### src/rtl/utf8cc_pkg.sv
// Package: shared types, constants and decode functions for the UTF-8 character counter.
`timescale 1ns / 1ps

package utf8cc_pkg;

  localparam int MaxTextBytes = 65536;
  localparam int CountW       = 17;
  localparam int CountMaxInt  = (1 << CountW) - 1;
  localparam int CountCapInt  = (MaxTextBytes < CountMaxInt) ? MaxTextBytes : CountMaxInt;
  localparam logic [CountW-1:0] CountCap = CountCapInt[CountW-1:0];

  localparam int QueueDepth = 4;
  localparam int QueueCntW  = 3;

  localparam logic [7:0] AsciiMask = 8'h80;
  localparam logic [7:0] Lead2Mask = 8'he0;
  localparam logic [7:0] Lead2Code = 8'hc0;
  localparam logic [7:0] Lead3Mask = 8'hf0;
  localparam logic [7:0] Lead3Code = 8'he0;
  localparam logic [7:0] Lead4Mask = 8'hf8;
  localparam logic [7:0] Lead4Code = 8'hf0;
  localparam logic [7:0] ContMask  = 8'hc0;
  localparam logic [7:0] ContCode  = 8'h80;

  typedef enum logic [0:0] {
    StIdle,
    StScan
  } ctrl_state_e;

  typedef struct packed {
    logic load;
    logic step;
    logic finish_last;
  } dp_cmd_t;

  typedef struct packed {
    logic empty;
    logic incomplete;
    logic last;
    logic out_free;
  } dp_status_t;

  function automatic logic [2:0] lead_len(input logic [7:0] b);
    logic [2:0] len;
    len = 3'd0;
    if ((b & AsciiMask) == 8'h00) begin
      len = 3'd1;
    end else if ((b & Lead2Mask) == Lead2Code) begin
      len = 3'd2;
    end else if ((b & Lead3Mask) == Lead3Code) begin
      len = 3'd3;
    end else if ((b & Lead4Mask) == Lead4Code) begin
      len = 3'd4;
    end
    return len;
  endfunction

  function automatic logic [CountW-1:0] sat_inc(input logic [CountW-1:0] c);
    logic [CountW-1:0] r;
    r = c;
    if (c < CountCap) begin
      r = c + {{(CountW-1){1'b0}}, 1'b1};
    end
    return r;
  endfunction

endpackage

### src/rtl/utf8cc_ctrl.sv
// Controller: sequences loading of one byte and the scan of held leads.
`timescale 1ns / 1ps

module utf8cc_ctrl (
  input  logic                  clk_i,
  input  logic                  rst_ni,
  input  logic                  in_valid_i,
  output logic                  in_stall_o,
  input  utf8cc_pkg::dp_status_t status_i,
  output utf8cc_pkg::dp_cmd_t    cmd_o
);
  import utf8cc_pkg::*;

  ctrl_state_e state_q, state_d;

  always_ff @(posedge clk_i or negedge rst_ni) begin
    if (!rst_ni) begin
      state_q <= StIdle;
    end else begin
      state_q <= state_d;
    end
  end

  always_comb begin
    state_d = state_q;
    unique case (state_q)
      StIdle: begin
        if (in_valid_i) begin
          state_d = StScan;
        end
      end
      StScan: begin
        if (status_i.empty || status_i.incomplete) begin
          if (!status_i.last || status_i.out_free) begin
            state_d = StIdle;
          end
        end
      end
      default: state_d = StIdle;
    endcase
  end

  always_comb begin
    cmd_o      = '0;
    in_stall_o = 1'b1;
    unique case (state_q)
      StIdle: begin
        in_stall_o = 1'b0;
        cmd_o.load = in_valid_i;
      end
      StScan: begin
        if (status_i.empty || status_i.incomplete) begin
          cmd_o.finish_last = status_i.last && status_i.out_free;
        end else begin
          cmd_o.step = 1'b1;
        end
      end
      default: begin
        in_stall_o = 1'b1;
      end
    endcase
  end

endmodule

### src/rtl/utf8cc_dp.sv
// Datapath: byte queue, lead decode, running count and result register.
`timescale 1ns / 1ps

module utf8cc_dp (
  input  logic                            clk_i,
  input  logic                            rst_ni,
  input  logic [7:0]                      text_byte_i,
  input  logic                            last_byte_i,
  input  utf8cc_pkg::dp_cmd_t             cmd_i,
  output utf8cc_pkg::dp_status_t          status_o,
  output logic                            out_valid_o,
  input  logic                            out_stall_i,
  output logic [utf8cc_pkg::CountW-1:0]   char_count_o
);
  import utf8cc_pkg::*;

  logic [7:0]           queue_q [QueueDepth];
  logic [7:0]           queue_d [QueueDepth];
  logic [QueueCntW-1:0] cnt_q, cnt_d;
  logic [CountW-1:0]    count_q, count_d;
  logic                 last_q, last_d;
  logic                 out_valid_q, out_valid_d;
  logic [CountW-1:0]    out_count_q, out_count_d;

  logic [2:0]           len;
  logic [QueueDepth-1:1] cont;
  logic                 seq_ok;
  logic [QueueCntW-1:0] adv;

  assign len = lead_len(queue_q[0]);

  always_comb begin
    for (int i = 1; i < QueueDepth; i++) begin
      cont[i] = (queue_q[i] & ContMask) == ContCode;
    end
  end

  always_comb begin
    case (len)
      3'd2:    seq_ok = cont[1];
      3'd3:    seq_ok = cont[1] & cont[2];
      3'd4:    seq_ok = cont[1] & cont[2] & cont[3];
      default: seq_ok = 1'b0;
    endcase
  end

  assign adv = seq_ok ? len : 3'd1;

  assign status_o.empty      = (cnt_q == '0);
  assign status_o.incomplete = (cnt_q != '0) && (len > 3'd1) && (cnt_q < len);
  assign status_o.last       = last_q;
  assign status_o.out_free   = !out_valid_q || !out_stall_i;

  always_comb begin
    queue_d     = queue_q;
    cnt_d       = cnt_q;
    count_d     = count_q;
    last_d      = last_q;
    out_valid_d = out_valid_q && out_stall_i;
    out_count_d = out_count_q;
    if (cmd_i.load) begin
      queue_d[cnt_q[1:0]] = text_byte_i;
      cnt_d               = cnt_q + 3'd1;
      last_d              = last_byte_i;
    end else if (cmd_i.step) begin
      for (int i = 0; i < QueueDepth; i++) begin
        if (i + int'(adv) < QueueDepth) begin
          queue_d[i] = queue_q[i + int'(adv)];
        end
      end
      cnt_d   = cnt_q - adv;
      count_d = sat_inc(count_q);
    end else if (cmd_i.finish_last) begin
      out_valid_d = 1'b1;
      out_count_d = status_o.incomplete ? sat_inc(count_q) : count_q;
      cnt_d       = '0;
      count_d     = '0;
      last_d      = 1'b0;
    end
  end

  always_ff @(posedge clk_i or negedge rst_ni) begin
    if (!rst_ni) begin
      cnt_q       <= '0;
      count_q     <= '0;
      last_q      <= 1'b0;
      out_valid_q <= 1'b0;
    end else begin
      cnt_q       <= cnt_d;
      count_q     <= count_d;
      last_q      <= last_d;
      out_valid_q <= out_valid_d;
    end
  end

  always_ff @(posedge clk_i) begin
    queue_q     <= queue_d;
    out_count_q <= out_count_d;
  end

  assign out_valid_o  = out_valid_q;
  assign char_count_o = out_count_q;

endmodule

### src/rtl/utf8_character_counter.sv
// Top level: UTF-8 character counter with controller and datapath.
//
// Channel  Direction  Handshake               Payload
// in       input      in_valid_i/in_stall_o    text_byte_i, last_byte_i
// out      output     out_valid_o/out_stall_i  char_count_o
//
// Each byte is loaded, then the held leads are examined (up to four of them, one
// lead per cycle through the decode unit), then the scan closes.
// The closing cycle of a final byte waits while an earlier result is stalled.
// Reset clears the count, the queue fill and the result valid.
// A result stays in its register until taken; loading of the next text goes on.
`timescale 1ns / 1ps

module utf8_character_counter (
  input  logic                          clk_i,
  input  logic                          rst_ni,
  input  logic                          in_valid_i,
  output logic                          in_stall_o,
  input  logic [7:0]                    text_byte_i,
  input  logic                          last_byte_i,
  output logic                          out_valid_o,
  input  logic                          out_stall_i,
  output logic [utf8cc_pkg::CountW-1:0] char_count_o
);
  import utf8cc_pkg::*;

  dp_cmd_t    cmd;
  dp_status_t status;

  utf8cc_ctrl u_ctrl (
    .clk_i      (clk_i),
    .rst_ni     (rst_ni),
    .in_valid_i (in_valid_i),
    .in_stall_o (in_stall_o),
    .status_i   (status),
    .cmd_o      (cmd)
  );

  utf8cc_dp u_dp (
    .clk_i        (clk_i),
    .rst_ni       (rst_ni),
    .text_byte_i  (text_byte_i),
    .last_byte_i  (last_byte_i),
    .cmd_i        (cmd),
    .status_o     (status),
    .out_valid_o  (out_valid_o),
    .out_stall_i  (out_stall_i),
    .char_count_o (char_count_o)
  );

`ifndef ASSERT_OFF
  a_count_nonzero : assert property (@(posedge clk_i) disable iff (!rst_ni)
    out_valid_o |-> (char_count_o != '0) && (char_count_o <= CountCap))
    else $error("result count out of range");

  a_busy_after_accept : assert property (@(posedge clk_i) disable iff (!rst_ni)
    (in_valid_i && !in_stall_o) |=> in_stall_o)
    else $error("input not held off after a transaction");

  a_one_command : assert property (@(posedge clk_i) disable iff (!rst_ni)
    $onehot0({cmd.load, cmd.step, cmd.finish_last}))
    else $error("conflicting datapath commands");
`endif

endmodule

### config.mk
export PLATFORM = sky130hd
export DESIGN_NAME = utf8_character_counter
export DESIGN_NICKNAME = d
export VERILOG_FILES = /design/src/rtl/utf8cc_pkg.sv /design/src/rtl/utf8cc_ctrl.sv /design/src/rtl/utf8cc_dp.sv /design/src/rtl/utf8_character_counter.sv
export SDC_FILE = /design/constraint.sdc
export NUM_CORES = 1
export LEC_CHECK = 0
export BUFFER_PORTS_ARGS = -buffer_cell sky130_fd_sc_hd__buf_4
export CAP_MARGIN = 10
export CORE_MARGIN = 8
export CORE_UTILIZATION = 60
export DETAILED_ROUTE_END_ITERATION = 16
export PLACE_DENSITY_LB_ADDON = 0.25
export SETUP_SLACK_MARGIN = 0.1
export SLEW_MARGIN = 40
export SYNTH_ARGS = -nofsm -noshare
export SYNTH_HDL_FRONTEND = slang
export SYNTH_SLANG_ARGS = --single-unit
### constraint.sdc
create_clock -name clk_i -period 3.1 [get_ports clk_i]
set_clock_uncertainty 0.15 [all_clocks]
set_input_delay 0.31 -clock clk_i [delete_from_list [all_inputs] [get_ports clk_i]]
set_output_delay 0.31 -clock clk_i [all_outputs]
set_load 0.05 [all_outputs]
---- After elaboration in Yosys (flattened, before gate mapping) ----
Cells that the tools add are included.
W data, S select, Z words.
storage, ports and cells
  flip-flop bits (word level) ............. 72
  latch bits .............................. 0
  bits in writable memories ............... 0
  memory bits (read-only) ................. 0
  input port bits ......................... 13
  output and inout bits ................... 19
  memories ................................ 0
operators by class
  add/sub/neg operators ................... 6
  multiply operators ...................... 0
  divide/modulo/power cells ............... 0
  magnitude comparators ................... 13
  eq/ne operators ......................... 10
  shift-type cells ........................ 0
  mux-type cells .......................... 49
  bitwise operators ....................... 10
  reductions and logical operators ........ 29
operator list
  kind                     count
  $ge A32 B3 Y1 const B    4
  $mux W8                  13
  $lt A32 B4 Y1 const B    3
  $not A32 Y32             3
  $mux W17                 4
  $bmux W8 S2              4
  $mux W32                 2
  $bwmux W32               1
  $not A3 Y32              1
  $mux W3                  8
  $add A17 B1 Y17 const B  1
  $lt A17 B17 Y1 const B   1
  $demux W8 S2             1
  $reduce_bool A2 Y1       7
  $mux W1                  13
  $reduce_and A2 Y1        6
  $add A2 B3 Y4 const A    2
  $logic_not A8 Y1         1
  $eq A2 B2 Y1 const B     3
  $eq A3 B2 Y1 const B     2
  $eq A3 B3 Y1 const B     2
  $reduce_bool A3 Y1       2
  $eq A5 B5 Y1 const B     1
  $logic_and A1 B1 Y1      5
  other kinds (20)         27

---- Longest topological paths before layout ----
  depth in word-level cells ............... 16
  mapped depth ............................ 12
  gate-level depth less buffers ........... 10

---- By module ----
From an unflattened synthesis, not the netlist that was laid out.
second synthesis, totals
  cell total of the unflattened synthesis .. 372
  area, all modules ....................... 3664.8 µm²
modules (own cells, without submodules)
  module       instances  cells an instance  area each (µm²)  seq. area each (µm²)
  utf8cc_dp    1          363                3589.7           1661.6
  utf8cc_ctrl  1          9                  75.1             25.0

---- Worst setup path after synthesis ----
No wires, ideal clock.
  path type ............................... register -> register
  start point ............................. reg u_dp.queue_q[31] (netlist bit)
  end point ............................... reg u_dp.queue_q[11] (netlist bit), enable pin
  library setup time ...................... 374 ps
  data arrival time ....................... 2332 ps
  path slack .............................. 244 ps
  stages on the path, launching flop included .. 12
  buffers on the path ..................... 4
  clock period less this slack ............ 2856 ps
  cells stage by stage .................... edfxtp_1 buf_2 and4_1 nand2_1 ha_1 and2_1 a2111oi_4 a21o_1 buf_6 buf_12 buf_12 o21ai_0
on the way
  cells in the longest elaborated chain, start to end .. 13
  elaborated cells between the ends (all ways) .. 25
  those cells by class .................... add/sub: 1; order compare: 3; eq/ne: 6; mux: 8; reduce/logical: 7
RTL lines
  item                                                                   RTL line          text
  start, declared                                                        utf8cc_dp.sv:17   logic [7:0] queue_q [QueueDepth];
  start signal, assigned                                                 utf8cc_dp.sv:97   queue_q <= queue_d;
  $eq A5 B5 Y1                                                           utf8cc_pkg.sv:52  end else if ((b & Lead4Mask) == Lead4Code) begin
  $mux W3                                                                utf8cc_pkg.sv:52
  $mux W3                                                                utf8cc_pkg.sv:50  end else if ((b & Lead3Mask) == Lead3Code) begin
  $mux W3                                                                utf8cc_pkg.sv:48  end else if ((b & Lead2Mask) == Lead2Code) begin
  $mux W3 *                                                              utf8cc_pkg.sv:46  if ((b & AsciiMask) == 8'h00) begin
  parallel branches: the longest is 7 deep, another holds $lt A32 B4 Y1  --
  $reduce_and A2 Y1 (no line) *                                          --
Mark *: on every way between the ends.
A chain may end at the register's enable or synchronous reset.

---- Final worst setup path ----
  start point ............................. reg u_dp.queue_q[28] (netlist bit)
  end point ............................... reg u_dp.count_q[14]
on the way
  cells in the longest elaborated chain, start to end .. 13
  elaborated cells between the ends (all ways) .. 17
  those cells by class .................... order compare: 2; eq/ne: 2; mux: 8; reduce/logical: 5
RTL lines
  item                          RTL line           text
  $eq A5 B5 Y1                  utf8cc_pkg.sv:52
  $mux W3                       utf8cc_pkg.sv:52
  $mux W3 *                     utf8cc_pkg.sv:50
  $mux W3 *                     utf8cc_pkg.sv:48
  $mux W3 *                     utf8cc_pkg.sv:46
  $gt A3 B1 Y1                  utf8cc_dp.sv:50    assign status_o.incomplete = (cnt_q != '0) && (len > 3'd1) && (cnt_q < len);
  $logic_and A1 B1 Y1           utf8cc_dp.sv:50
  $logic_and A1 B1 Y1 *         utf8cc_dp.sv:50
  $logic_or A1 B1 Y1 *          utf8cc_ctrl.sv:52  if (status_i.empty || status_i.incomplete) begin
  $mux W1                       utf8cc_ctrl.sv:52
  $mux W2 *                     utf8cc_ctrl.sv:46  unique case (state_q)
  $reduce_bool A2 Y1 (no line)  --
  $reduce_and A2 Y1 (no line)   --
  end signal, assigned          utf8cc_dp.sv:90    count_q <= count_d;
  end, declared                 utf8cc_dp.sv:20    logic [CountW-1:0] count_q, count_d;
Every way passes the cells marked *; elsewhere a longest branch is shown, timed or not.

==> out/results.tsv <==
metric	value	unit
run status	completed	
overall global routing resource usage	21.8	%
setup violation total in the final timing report	0	
number of nets in the finished design	436	
cell area after layout	4320	sq um
met2 routed WL	4230	microns
die area	9030	sq um
Critical Path Start	u_dp.queue_q[28]$_DFFE_PP_	
static leakage	1.76	nW
portion of synthesized cell area occupied by the leading cell type	29.6	%
setup repair after global routing missed its margin	no	
Switching Power	1.86	mW
Wirelength per Cell	19.0	microns
main flop type after synthesis	sky130_fd_sc_hd__edfxtp_1	
area delta synth->final	15.3	%
category of the critical setup timing path	reg -> reg	
proportion of power drawn by flip-flops and latches	33.1	%
Final GP Congestion	0.946	
total DRC errors in the routed layout	0	
half-perimeter wire length after detailed placement	6530	microns
number of register bits inferred by synthesis	60	
Max-Cap Viols	0	
endpoint of the most critical setup path	u_dp.count_q[14]$_DFFE_PN0P_	
critical path cell sequence	and4_1, nand2_1, ha_1, and2_1, a2111oi_4, a21o_1, buf_4, mux2_2, a21o_1	
Non-Filler Instances	493	
switching share of power	42.3	%
post-route setup TNS	0	ps
Hold Fails Final Rpt	0	
number of pins exceeding their max-slew limit in the final report	0	
number of unique standard cell types used by synthesis	62	
number of antenna repair diodes	0	
ports placed on the boundary	32	
critical path capture point type	flip-flop	
first-pass GRT wire length	15300	microns
total number of clock tree sinks	60	
Mapped Avg Cell Area	10.1	sq um
cell taking the most area after synthesis	sky130_fd_sc_hd__edfxtp_1	
startpoint type of the worst setup path	flip-flop	
sequential cell area fraction in the yosys report	45.0	%
number of vias in the routed layout	3159	
initial drt markers	324	
maximum fanout along the worst path	6	
transition time of the tightest slew-check pin	702	ps
metal1 wirelength	4030	microns
number of iterations in the first detailed-routing pass	5	
later-pin clock latency in the skew report	350	ps
total instance count after detailed placement	475	
post-DR vias/cell	6.41	
final clock period utilization by the worst path	92.3	%
area post-placement	4090	sq um
highest cell delay on the worst timing path	410	ps
TritonCTS clock tree	done	
# rows	28	
x dimension of the die	95.0	microns
initial standard-cell utilization of the core	62.6	%
highest metal layer with signal wires	met4	
total power per unit cell area	1020	nW/um^2
die height	95.0	microns
Area contributors post-synth	sky130_fd_sc_hd__edfxtp_1, sky130_fd_sc_hd__dfrtp_1, sky130_fd_sc_hd__mux2i_1	
overall power after layout	4.40	mW
Clk network pwr share	17.4	%
number of buffer and inverter stages on the critical path	1	
worst hold path class	in -> reg	
critical-path cell with the highest stage delay	sky130_fd_sc_hd__a2111oi_4	
Antenna Nets Post-Route	0	
initial antenna violation count	0	
minimum clock period	2860	ps
async set-reset flop share out of synthesis	38.3	%
total length of routed met3 wires	856	microns
Synthesized Nets	393	
internal power of the cells	2.54	mW
final core utilization	72.1	%
post-synthesis instance area	3750	sq um
Root Driver	sky130_fd_sc_hd__clkbuf_8	
largest buffer count on any clock path	2	
EDFF count, synth	37	
fraction of final layout cells with drive strength greater than 1	19.6	%
crit path DAT	2940	ps
worst reg2reg path endpoint	u_dp.count_q[14]$_DFFE_PN0P_	
area of the core	5990	sq um
commonest cells after routing, fill and taps aside	sky130_fd_sc_hd__buf_4, sky130_fd_sc_hd__edfxtp_1, sky130_fd_sc_hd__nand2_1	
overall overflow remaining after global route	0	
remaining max-slew budget at the tightest pin	52.7	%
power share of the combinational group	49.4	%
number of buffers created by CTS	9	
leading cell type in the layout, fill and taps excluded	sky130_fd_sc_hd__buf_4	
register-to-register path setup slack	240	ps
Levels on crit path	9	
cell class contributing the biggest share of worst-path delay	compound AO/OA/AOI/OAI gates	
wirelength, routed	9360	microns
via count of the first global-routing pass	3160	
worst-case vdd ir drop	0.818	mV
Post-Synthesis Cells	370	
number of levels in the clock H-tree	3	
maximum frequency from static timing analysis	350	MHz
CP most frequent cell	sky130_fd_sc_hd__a21o_1	
Yosys warning total	0	
Worst Reg2Reg Path Length in Cells	9	
FF-to-FF Start	u_dp.queue_q[28]$_DFFE_PP_	
number of buffers inserted by port buffering	28	
clock edge transition at the registers on the reported setup and hold paths	70	ps
maximum number of pins on one net before global-route repair	27	
required time worst endpoint	3180	ps
how the worst min path moves through the flow:
stage / start / endpoint / slack, ps / cells after the start
4_1_cts: last_byte_i / u_dp.last_q$_DFFE_PN0P_ / 20 / 3
3_3_place_gp: rst_ni / u_dp.count_q[15]$_DFFE_PN0P_ / 80 / 1
5_1_grt: last_byte_i / u_dp.last_q$_DFFE_PN0P_ / 60 / 3
2_1_floorplan: rst_ni / u_ctrl.state_q$_DFF_PN0_ / -140 / 0
3_5_place_dp: rst_ni / u_dp.count_q[14]$_DFFE_PN0P_ / 80 / 1
6_report: last_byte_i / u_dp.last_q$_DFFE_PN0P_ / 20 / 3
flip-flops by register name, summed over array words and instances (netlist names):
register / cells
u_dp.queue_q: 20
u_dp.out_valid_o: 1
u_dp.last_q: 1
u_dp.count_q: 17
u_dp.cnt_q: 3
u_ctrl.state_q: 1
u_dp.char_count_o: 17
timing repair:
item / 4_1_cts / 5_1_grt
pin swaps: 0 / 1
hold endpoints to repair: 23 / 0
endpoints found under the setup margin: 1 / 25
buffers inserted: 0 / 1
hold buffers: 1 / 0
resized for setup: 1 / 1
power groups by stage:
stage	logic, mW	registers, mW	clock network [mW]
6_report	2.18	1.46	0.767
5_1_grt	2.34	1.49	0.792
4_1_cts	2.13	1.46	0.769
3_5_place_dp	2.10	1.47	0
3_3_place_gp	2.05	1.46	0
2_1_floorplan	1.43	1.59	0
area by class of cell:
cell class | count | area (sq um)
well taps | 75 | 93.8
flip-flops and latches | 60 | 1690
clock inverters | 5 | 76.3
clock buffers | 11 | 131
multi-input cells | 277 | 1890
repair buffers | 49 | 387
inverters | 16 | 60.1
fillers | 426 | 1670
worst register-to-register path, delay by kind of cell, from the launching register on:
| family | cells | cell delay, ps |
|---|---|---|
| buffers and inverters | 1 | 180 |
| adder cells (fa/ha/maj) | 1 | 280 |
| multiplexers | 1 | 330 |
| flip-flops | 1 | 400 |
| AND/OR/NAND/NOR | 3 | 540 |
| AO/OA/AOI/OAI | 3 | 870 |
cells in the mapped netlist (2+ instances only):
cell type                    n
sky130_fd_sc_hd__o31ai_1     2
sky130_fd_sc_hd__o2bb2ai_1   2
sky130_fd_sc_hd__inv_2       2
sky130_fd_sc_hd__mux2_2      7
sky130_fd_sc_hd__edfxtp_1   37
sky130_fd_sc_hd__a2111oi_0   3
sky130_fd_sc_hd__buf_6       2
sky130_fd_sc_hd__nand4_1     6
sky130_fd_sc_hd__clkbuf_1    6
sky130_fd_sc_hd__and2_1      5
sky130_fd_sc_hd__dfrtp_1    23
sky130_fd_sc_hd__and3_1      7
sky130_fd_sc_hd__nor2_1     24
sky130_fd_sc_hd__o211ai_1    3
sky130_fd_sc_hd__o22ai_1     2
sky130_fd_sc_hd__a21oi_1    18
sky130_fd_sc_hd__a31oi_1     4
sky130_fd_sc_hd__a21o_1      9
sky130_fd_sc_hd__xor2_1      7
sky130_fd_sc_hd__nand3_1    28
sky130_fd_sc_hd__nor3b_1     2
sky130_fd_sc_hd__mux2i_1    15
sky130_fd_sc_hd__buf_12      2
sky130_fd_sc_hd__a22o_1      4
sky130_fd_sc_hd__a2111oi_4   2
sky130_fd_sc_hd__o21ai_0    17
sky130_fd_sc_hd__nand2_1    30
sky130_fd_sc_hd__a211oi_1    5
sky130_fd_sc_hd__nor3_1     11
sky130_fd_sc_hd__nand2b_1   10
sky130_fd_sc_hd__inv_1      14
sky130_fd_sc_hd__or3_1       5
sky130_fd_sc_hd__nor2b_1     2
sky130_fd_sc_hd__ha_1        9
sky130_fd_sc_hd__xnor2_1    10
sky130_fd_sc_hd__a221oi_1    4
sky130_fd_sc_hd__buf_2       6
routing by layer:
layer	vias up	GRT usage (%)
met2	179	31.9
li1	1465	-
met5	-	0
met4	0	13.1
met3	25	4.87
met1	1490	29.1
cells by family after synthesis:
family | synth area share [%]
AO/OA/AOI/OAI | 16.5
XOR/XNOR | 3.97
adder cells (fa/ha/maj) | 3.54
buffers and inverters | 4.77
flip-flops | 45.0
multiplexers | 6.11
AND/OR/NAND/NOR | 20.1
metrics by stage:
| stage | hold slack, ps | setup slack (ps) |
|---|---|---|
| 2_1_floorplan | -136 | 244 |
| 6_report | 23.4 | 239 |
| 5_1_grt | 56.0 | 108 |
| 3_5_place_dp | 76.7 | 127 |
| 4_1_cts | 23.1 | 115 |
| 3_3_place_gp | 80.1 | 215 |
No activity file was read; power rests on OpenSTA's default activity.
